==> src/rtl/core/cbh_pkg.sv <==
// shared constants, types and helpers of the cumulative bucket histogram
package cbh_pkg;

  localparam int unsigned NUM_BUCKETS = 8;
  localparam int unsigned HW_BUCKETS  = 8;
  localparam int unsigned IDX_W       = $clog2(HW_BUCKETS);
  localparam int unsigned ADDR_W      = IDX_W + 2;
  localparam int unsigned CNT_W       = 32;
  localparam int unsigned SMP_W       = 32;
  localparam int unsigned SUM_W       = 64;

  localparam logic [CNT_W-1:0] CntMax      = {CNT_W{1'b1}};
  localparam logic [SMP_W-1:0] BoundReset  = {1'b0, {(SMP_W-1){1'b1}}};
  localparam logic [SUM_W-1:0] SumPosMax   = {1'b0, {(SUM_W-1){1'b1}}};
  localparam logic [SUM_W-1:0] SumNegMin   = {1'b1, {(SUM_W-1){1'b0}}};

  // record that travels down the chain of cells
  typedef struct packed {
    logic signed [SMP_W-1:0]            sample;
    logic [CNT_W-1:0]                   total;
    logic signed [SUM_W-1:0]            sum;
    logic [NUM_BUCKETS-1:0][CNT_W-1:0]  counts;
  } cbh_rec_t;

  function automatic logic [CNT_W-1:0] sat_inc(input logic [CNT_W-1:0] c);
    logic [CNT_W-1:0] r;
    r = (c == CntMax) ? c : c + 1'b1;
    return r;
  endfunction

  function automatic logic [SUM_W-1:0] sat_add(input logic [SUM_W-1:0] a,
                                               input logic [SUM_W-1:0] b);
    logic [SUM_W-1:0] r;
    r = a + b;
    if ((a[SUM_W-1] == b[SUM_W-1]) && (r[SUM_W-1] != a[SUM_W-1])) begin
      r = b[SUM_W-1] ? SumNegMin : SumPosMax;
    end
    return r;
  endfunction

endpackage

==> src/rtl/core/cumulative_bucket_histogram.sv <==
// top level of the cumulative bucket histogram: bound registers and cell chain
//
// Input channel: sample_i with sample_valid_i / sample_ready_o. Each transfer
// carries one signed Q16.16 sample and yields exactly one result.
// Output channel: count_b0_o..count_b7_o, total_seen_o, sample_sum_o with
// result_valid_o / result_ready_i. A result is the snapshot of all counters
// after its own sample has been applied.
// Config: APB-style port, bound_i at byte address 4*i; the user must write it
// only while idle; the block does not enforce this. One head stage for total
// and sum, then one cell per bucket; the last cell holds the output register.
// Throughput: one sample per cycle; the whole chain advances together, so
// sample_ready_o is high whenever the output register is empty or taken.
// When the receiver stalls the chain freezes in place and the result holds;
// up to NUM_BUCKETS + 1 samples are in flight.
// Reset: asynchronous, active low; clears all tallies, the total, the sum and
// the stage valid bits, and sets every bound to the largest positive value.
// Buckets at or above NUM_BUCKETS always report zero.
module cumulative_bucket_histogram import cbh_pkg::*; (
  input  logic                    clk_i,
  input  logic                    rst_ni,
  input  logic                    sample_valid_i,
  output logic                    sample_ready_o,
  input  logic signed [SMP_W-1:0] sample_i,
  output logic                    result_valid_o,
  input  logic                    result_ready_i,
  output logic [CNT_W-1:0]        count_b0_o,
  output logic [CNT_W-1:0]        count_b1_o,
  output logic [CNT_W-1:0]        count_b2_o,
  output logic [CNT_W-1:0]        count_b3_o,
  output logic [CNT_W-1:0]        count_b4_o,
  output logic [CNT_W-1:0]        count_b5_o,
  output logic [CNT_W-1:0]        count_b6_o,
  output logic [CNT_W-1:0]        count_b7_o,
  output logic [CNT_W-1:0]        total_seen_o,
  output logic signed [SUM_W-1:0] sample_sum_o,
  input  logic                    psel,
  input  logic                    penable,
  input  logic                    pwrite,
  input  logic [ADDR_W-1:0]       paddr,
  input  logic [31:0]             pwdata,
  output logic [31:0]             prdata,
  output logic                    pready
);

  logic [SMP_W-1:0]                bound_q [HW_BUCKETS];
  logic [IDX_W-1:0]                reg_idx;
  logic                            adv;
  logic [NUM_BUCKETS:0]            stage_valid;
  cbh_rec_t                        stage_rec [NUM_BUCKETS+1];
  logic [HW_BUCKETS-1:0][CNT_W-1:0] counts_out;

  assign pready  = 1'b1;
  assign reg_idx = paddr[ADDR_W-1:2];
  assign prdata  = bound_q[reg_idx];

  always_ff @(posedge clk_i or negedge rst_ni) begin
    if (!rst_ni) begin
      for (int i = 0; i < HW_BUCKETS; i++) begin
        bound_q[i] <= BoundReset;
      end
    end else if (psel && penable && pwrite && pready) begin
      bound_q[reg_idx] <= pwdata[SMP_W-1:0];
    end
  end

  // the chain moves when the output register is empty or being taken
  assign adv            = !stage_valid[NUM_BUCKETS] || result_ready_i;
  assign sample_ready_o = adv;

  cbh_head u_head (
    .clk_i   (clk_i),
    .rst_ni  (rst_ni),
    .adv_i   (adv),
    .valid_i (sample_valid_i),
    .sample_i(sample_i),
    .valid_o (stage_valid[0]),
    .rec_o   (stage_rec[0])
  );

  for (genvar i = 0; i < NUM_BUCKETS; i++) begin : g_cell
    cbh_cell u_cell (
      .clk_i  (clk_i),
      .rst_ni (rst_ni),
      .adv_i  (adv),
      .valid_i(stage_valid[i]),
      .rec_i  (stage_rec[i]),
      .bound_i(bound_q[i]),
      .valid_o(stage_valid[i+1]),
      .rec_o  (stage_rec[i+1])
    );
  end

  for (genvar i = 0; i < HW_BUCKETS; i++) begin : g_out
    if (i < NUM_BUCKETS) begin : g_used
      assign counts_out[i] = stage_rec[NUM_BUCKETS].counts[i];
    end else begin : g_unused
      assign counts_out[i] = '0;
    end
  end

  assign result_valid_o = stage_valid[NUM_BUCKETS];
  assign count_b0_o     = counts_out[0];
  assign count_b1_o     = counts_out[1];
  assign count_b2_o     = counts_out[2];
  assign count_b3_o     = counts_out[3];
  assign count_b4_o     = counts_out[4];
  assign count_b5_o     = counts_out[5];
  assign count_b6_o     = counts_out[6];
  assign count_b7_o     = counts_out[7];
  assign total_seen_o   = stage_rec[NUM_BUCKETS].total;
  assign sample_sum_o   = stage_rec[NUM_BUCKETS].sum;

endmodule

==> src/rtl/core/cbh_head.sv <==
// head stage: total count and saturating running sum, starts the record
module cbh_head import cbh_pkg::*; (
  input  logic                    clk_i,
  input  logic                    rst_ni,
  input  logic                    adv_i,
  input  logic                    valid_i,
  input  logic signed [SMP_W-1:0] sample_i,
  output logic                    valid_o,
  output cbh_rec_t                rec_o
);

  logic [CNT_W-1:0] total_q, total_d;
  logic [SUM_W-1:0] sum_q, sum_d;
  logic             valid_q;
  cbh_rec_t         rec_q, rec_d;
  logic             take;

  assign take = adv_i && valid_i;

  always_comb begin
    total_d = take ? sat_inc(total_q) : total_q;
    sum_d   = take ? sat_add(sum_q, {{(SUM_W-SMP_W){sample_i[SMP_W-1]}}, sample_i})
                   : sum_q;
    rec_d        = rec_q;
    rec_d.sample = sample_i;
    rec_d.total  = total_d;
    rec_d.sum    = sum_d;
    rec_d.counts = '0;
  end

  always_ff @(posedge clk_i or negedge rst_ni) begin
    if (!rst_ni) begin
      total_q <= '0;
      sum_q   <= '0;
      valid_q <= 1'b0;
    end else if (adv_i) begin
      total_q <= total_d;
      sum_q   <= sum_d;
      valid_q <= valid_i;
    end
  end

  always_ff @(posedge clk_i) begin
    if (adv_i) begin
      rec_q <= rec_d;
    end
  end

  assign valid_o = valid_q;
  assign rec_o   = rec_q;

endmodule

==> src/rtl/core/cbh_cell.sv <==
// one bucket cell: compare against its bound, bump its tally, pass the record on
module cbh_cell import cbh_pkg::*; (
  input  logic                    clk_i,
  input  logic                    rst_ni,
  input  logic                    adv_i,
  input  logic                    valid_i,
  input  cbh_rec_t                rec_i,
  input  logic signed [SMP_W-1:0] bound_i,
  output logic                    valid_o,
  output cbh_rec_t                rec_o
);

  logic [CNT_W-1:0] tally_q, tally_d;
  logic             valid_q;
  cbh_rec_t         rec_q, rec_d;
  logic             hit;

  assign hit = valid_i && (rec_i.sample <= bound_i);

  always_comb begin
    tally_d = (adv_i && hit) ? sat_inc(tally_q) : tally_q;
    // shift earlier counts down, this cell's count enters at the top
    rec_d = rec_i;
    for (int k = 0; k < NUM_BUCKETS - 1; k++) begin
      rec_d.counts[k] = rec_i.counts[k+1];
    end
    rec_d.counts[NUM_BUCKETS-1] = tally_d;
  end

  always_ff @(posedge clk_i or negedge rst_ni) begin
    if (!rst_ni) begin
      tally_q <= '0;
      valid_q <= 1'b0;
    end else if (adv_i) begin
      tally_q <= tally_d;
      valid_q <= valid_i;
    end
  end

  always_ff @(posedge clk_i) begin
    if (adv_i) begin
      rec_q <= rec_d;
    end
  end

  assign valid_o = valid_q;
  assign rec_o   = rec_q;

endmodule

==> config.mk <==
export PLATFORM = sky130hd
export DESIGN_NAME = cumulative_bucket_histogram
export DESIGN_NICKNAME = d
export VERILOG_FILES = /design/src/rtl/core/cbh_pkg.sv /design/src/rtl/core/cumulative_bucket_histogram.sv /design/src/rtl/core/cbh_head.sv /design/src/rtl/core/cbh_cell.sv
export SDC_FILE = /design/constraint.sdc
export NUM_CORES = 2
export LEC_CHECK = 0
export ABC_AREA = 0
export BUFFER_PORTS_ARGS = -buffer_cell sky130_fd_sc_hd__buf_4
export CAP_MARGIN = 20
export CORE_ASPECT_RATIO = 0.5
export CORE_MARGIN = 8
export CORE_UTILIZATION = 50
export DETAILED_ROUTE_END_ITERATION = 6
export PLACE_DENSITY = 0.67
export RECOVER_POWER = 50
export SETUP_SLACK_MARGIN = 0.3
export SLEW_MARGIN = 5
export SYNTH_ARGS = -nofsm -noshare
export SYNTH_HDL_FRONTEND = slang
export SYNTH_SLANG_ARGS = --single-unit
==> constraint.sdc <==
create_clock -name clk_i -period 190.6 [get_ports clk_i]
set_clock_uncertainty 0.1 [all_clocks]
set_input_delay 57.18 -clock clk_i [delete_from_list [all_inputs] [get_ports clk_i]]
set_output_delay 57.18 -clock clk_i [all_outputs]
set_load 0.005 [all_outputs]
==> impl_results.md <==
* Run status: finished with violations
* Failing checks: capacitance limit, slew limit
* Cell variety after synth at 91
* CP max FO at 59
* Yosys reg bits at 2889
* Fin util at 57.3%
* Fmax at 8.42 MHz
* Post-Syn Instances at 6624
* Worst setup SP type: input port
* DR pass1 iterations at 6
* Sequential share of the synthesized area at 77.7%
* CP peak stage delay at 2.63 ns
* Worst slew pin tran at 8.48 ns
* Slew headroom at -465%
* Post-synth EDFFs at 2272
* Simple-gate area share of the yosys netlist at 5.99%
* Max IR drop VDD at 0.00822 mV
* Worst-Skew Late Latency at 0.91 ns
* Final Hold Viols at 0
* Final total power at 1.98 mW
* Dpl cells at 9811
* Max-Cap Viols at 23
* Total negative slack at 0 ns
* Slowest cell on crit path: clkinvlp_2
* Crit path kind: input port to output pin
* Async S/R FF share, synth at 21.4%
* Final worst setup slack at 71.87 ns
* # setup viols final at 0
* Die height at 345 um
* Largest net degree at the start of global routing at 215
* Synth Warn # at 0
* Dpl ws at 74.36 ns
* Die area at 232000 um2
* RSZ-0062 raised after global routing: no
* Top-level I/O count at 463
* Syn_area_per_cell at 16.3 um2
* First-pass GRT wire length at 314 mm
* CP cell instances: clkbuf_4 -> nor2b_1 -> clkbuf_1 -> clkinvlp_2 -> buf_4
* Final Critical Period at 118.73 ns
* Total setup buffers inserted after CTS at 0
* Rows at 120
* IO Port Bufs at 459
* Mux cell area share after synthesis at 0.269%
* Mapped Area at 108000 um2
* Share of layout cells above drive strength 1 at 15.5%
* RD Place Congestion at 0.881
* Per-cell routed wire length at 20.2 um
* Clock Pin Slew Worst Setup and Hold Paths at 0.07 ns
* Most common cell after layout, fill and taps aside: edfxtp_1
* Global route overflow at 0
* Main combinational cell family by area after synthesis: simple AND/OR/NAND/NOR gates
* Adder-Cell Fraction of Synth Area at 3.83%
* DRC at 0
* Core region area at 214000 um2
* Post-DP HPWL at 139 mm
* Endpoint class of the critical path: output pin
* Detail-routed via count per cell at 5.25
* Fin. max-slew vios at 1497
* Initial detailed-routing violation count at 4326
* H-tree depth at 4
* Final worst-path cycle share at 62.3%
* Post-Syn Nets at 7030
* XOR/XNOR Fraction of Synth Area at 5.01%
* Initial antenna violation count at 20
* Total GRT Usage at 17.5%
* Die width at 674 um
* Vias in the first global route at 53200
* DRT Wirelength at 207 mm
* Most frequent cells in the layout: 2272 x edfxtp_1, 451 x nand2_1, 395 x xnor2_1, 369 x dfrtp_1, 335 x o21ai_0
* Final cell count without fillers at 10300
* Initial Utilization at 50.4%
* CTS sink cnt at 2889
* Fill cells at 16400
* Synthesis-to-finish area growth at 13.7%
* Post-cts sizing count at 0
* Max Root-Sink Buffers at 4
* Cell taking the most area after synthesis: edfxtp_1
* Leakage at 48.8 nW
* Flop-to-flop setup slack at 179.13 ns
* HP Class: flop to flop
* Final #Nets at 7596
* Compound-Gate Fraction of Synth Area at 5.40%
* Placed Area at 115000 um2
* Critical Path AT at 61.45 ns
* Clk root buf: clkbuf_16
* Routed Antenna Nets at 0
* Main synth FF type: edfxtp_1
* Pwr Density at 16.1 nW/um2
* Hold_buf cts at 0
* Via count at 53900
* Fin Hold WS at 0.263 ns
* CTS tree: yes
* Cts bufs inserted at 242
* Area contributors post-synth: edfxtp_1 63%, dfrtp_1 8.5%, dfstp_2 6.0%
* Area share of the largest cell type after synthesis at 63.1%
* Critical Path RT at 133.32 ns
* Final Cell Area at 123000 um2
-- Yosys cell counts (13+ instances only) --
| master | count |
|---|---|
| edfxtp_1 | 2272 |
| nand2_1 | 450 |
| xnor2_1 | 395 |
| dfrtp_1 | 369 |
| o21ai_0 | 335 |
| ha_1 | 328 |
| inv_1 | 307 |
| nor2_1 | 265 |
| dfstp_2 | 248 |
| xor2_1 | 223 |
| a21oi_1 | 184 |
| nand4_1 | 170 |
| nand3_1 | 145 |
| a21o_1 | 141 |
| clkbuf_1 | 139 |
| a22oi_1 | 128 |
| and3_1 | 71 |
| nor3_1 | 60 |
| and4_1 | 33 |
| clkbuf_2 | 31 |
| o21a_1 | 26 |
| mux2_2 | 24 |
| nor4_1 | 22 |
| nor2b_1 | 20 |
| and2_1 | 17 |
| o211ai_1 | 16 |
| buf_2 | 15 |
| o21bai_1 | 15 |
| a31oi_1 | 13 |
-- registers in the layout, summed over array words and instances, names as in the netlist --
signal	count
u_head.sum_q	64
u_head.rec_o	128
g_cell.u_cell.rec_o	2144
g_cell.u_cell.tally_q	256
g_cell.u_cell.valid_o	8
u_head.total_q	32
bound_q	256
u_head.valid_o	1
-- path summary, 6_finish.rpt --
path / start / end / depth (start not counted)
min reg2reg: g_cell[5].u_cell.rec_o[329] / g_cell[6].u_cell.rec_o[329] / 0
min: g_cell[5].u_cell.rec_o[329] / g_cell[6].u_cell.rec_o[329] / 0
min in group asynchronous: rst_ni / g_cell[1].u_cell.tally_q[8] / 1
max: result_ready_i / sample_ready_o / 5
max in group asynchronous: rst_ni / u_head.sum_q[7] / 4
max reg2reg: g_cell[7].u_cell.valid_o / u_head.rec_o[318] / 9
-- power breakdown --
part           internal (mW)  switching [mW]
sequential              1.03          0.0939
combinational          0.132           0.217
clock                  0.292           0.222
-- cells by family after synthesis --
| group | count (synthesis) |
|---|---|
| fa+ha+maj | 330 |
| simple gates | 1324 |
| other cells | 1 |
| buf+inv | 502 |
| compound gates | 934 |
| flops | 2889 |
| xor+xnor | 618 |
| mux | 26 |
-- area by class of cell --
class	count	area, um2	share of cell area (%)
timing repair buffer	516	3590	2.92
clock inverter	153	1780	1.45
clock buffer	297	6530	5.31
inverter	308	1160	0.942
antenna	9	22.5	0.0183
tap	2867	3590	2.92
multi-input combinational	3233	22200	18.1
sequential	2889	84000	68.3
-- worst max-delay path, delay by kind of cell --
kind / cells / cell delay, ns
buf+inv: 4 / 4.11
simple gates: 1 / 0.11
-- routing by layer --
metal / track usage [%] / vias up / wire length, um
li1: - / 25600 / -
met1: 23.2 / 26700 / 88600
met2: 28.7 / 1249 / 99200
met3: 3.79 / 359 / 12000
met4: 6.52 / 0 / 7460
met5: 0 / - / 0
Note: power is estimated with default switching activity, not from simulation.
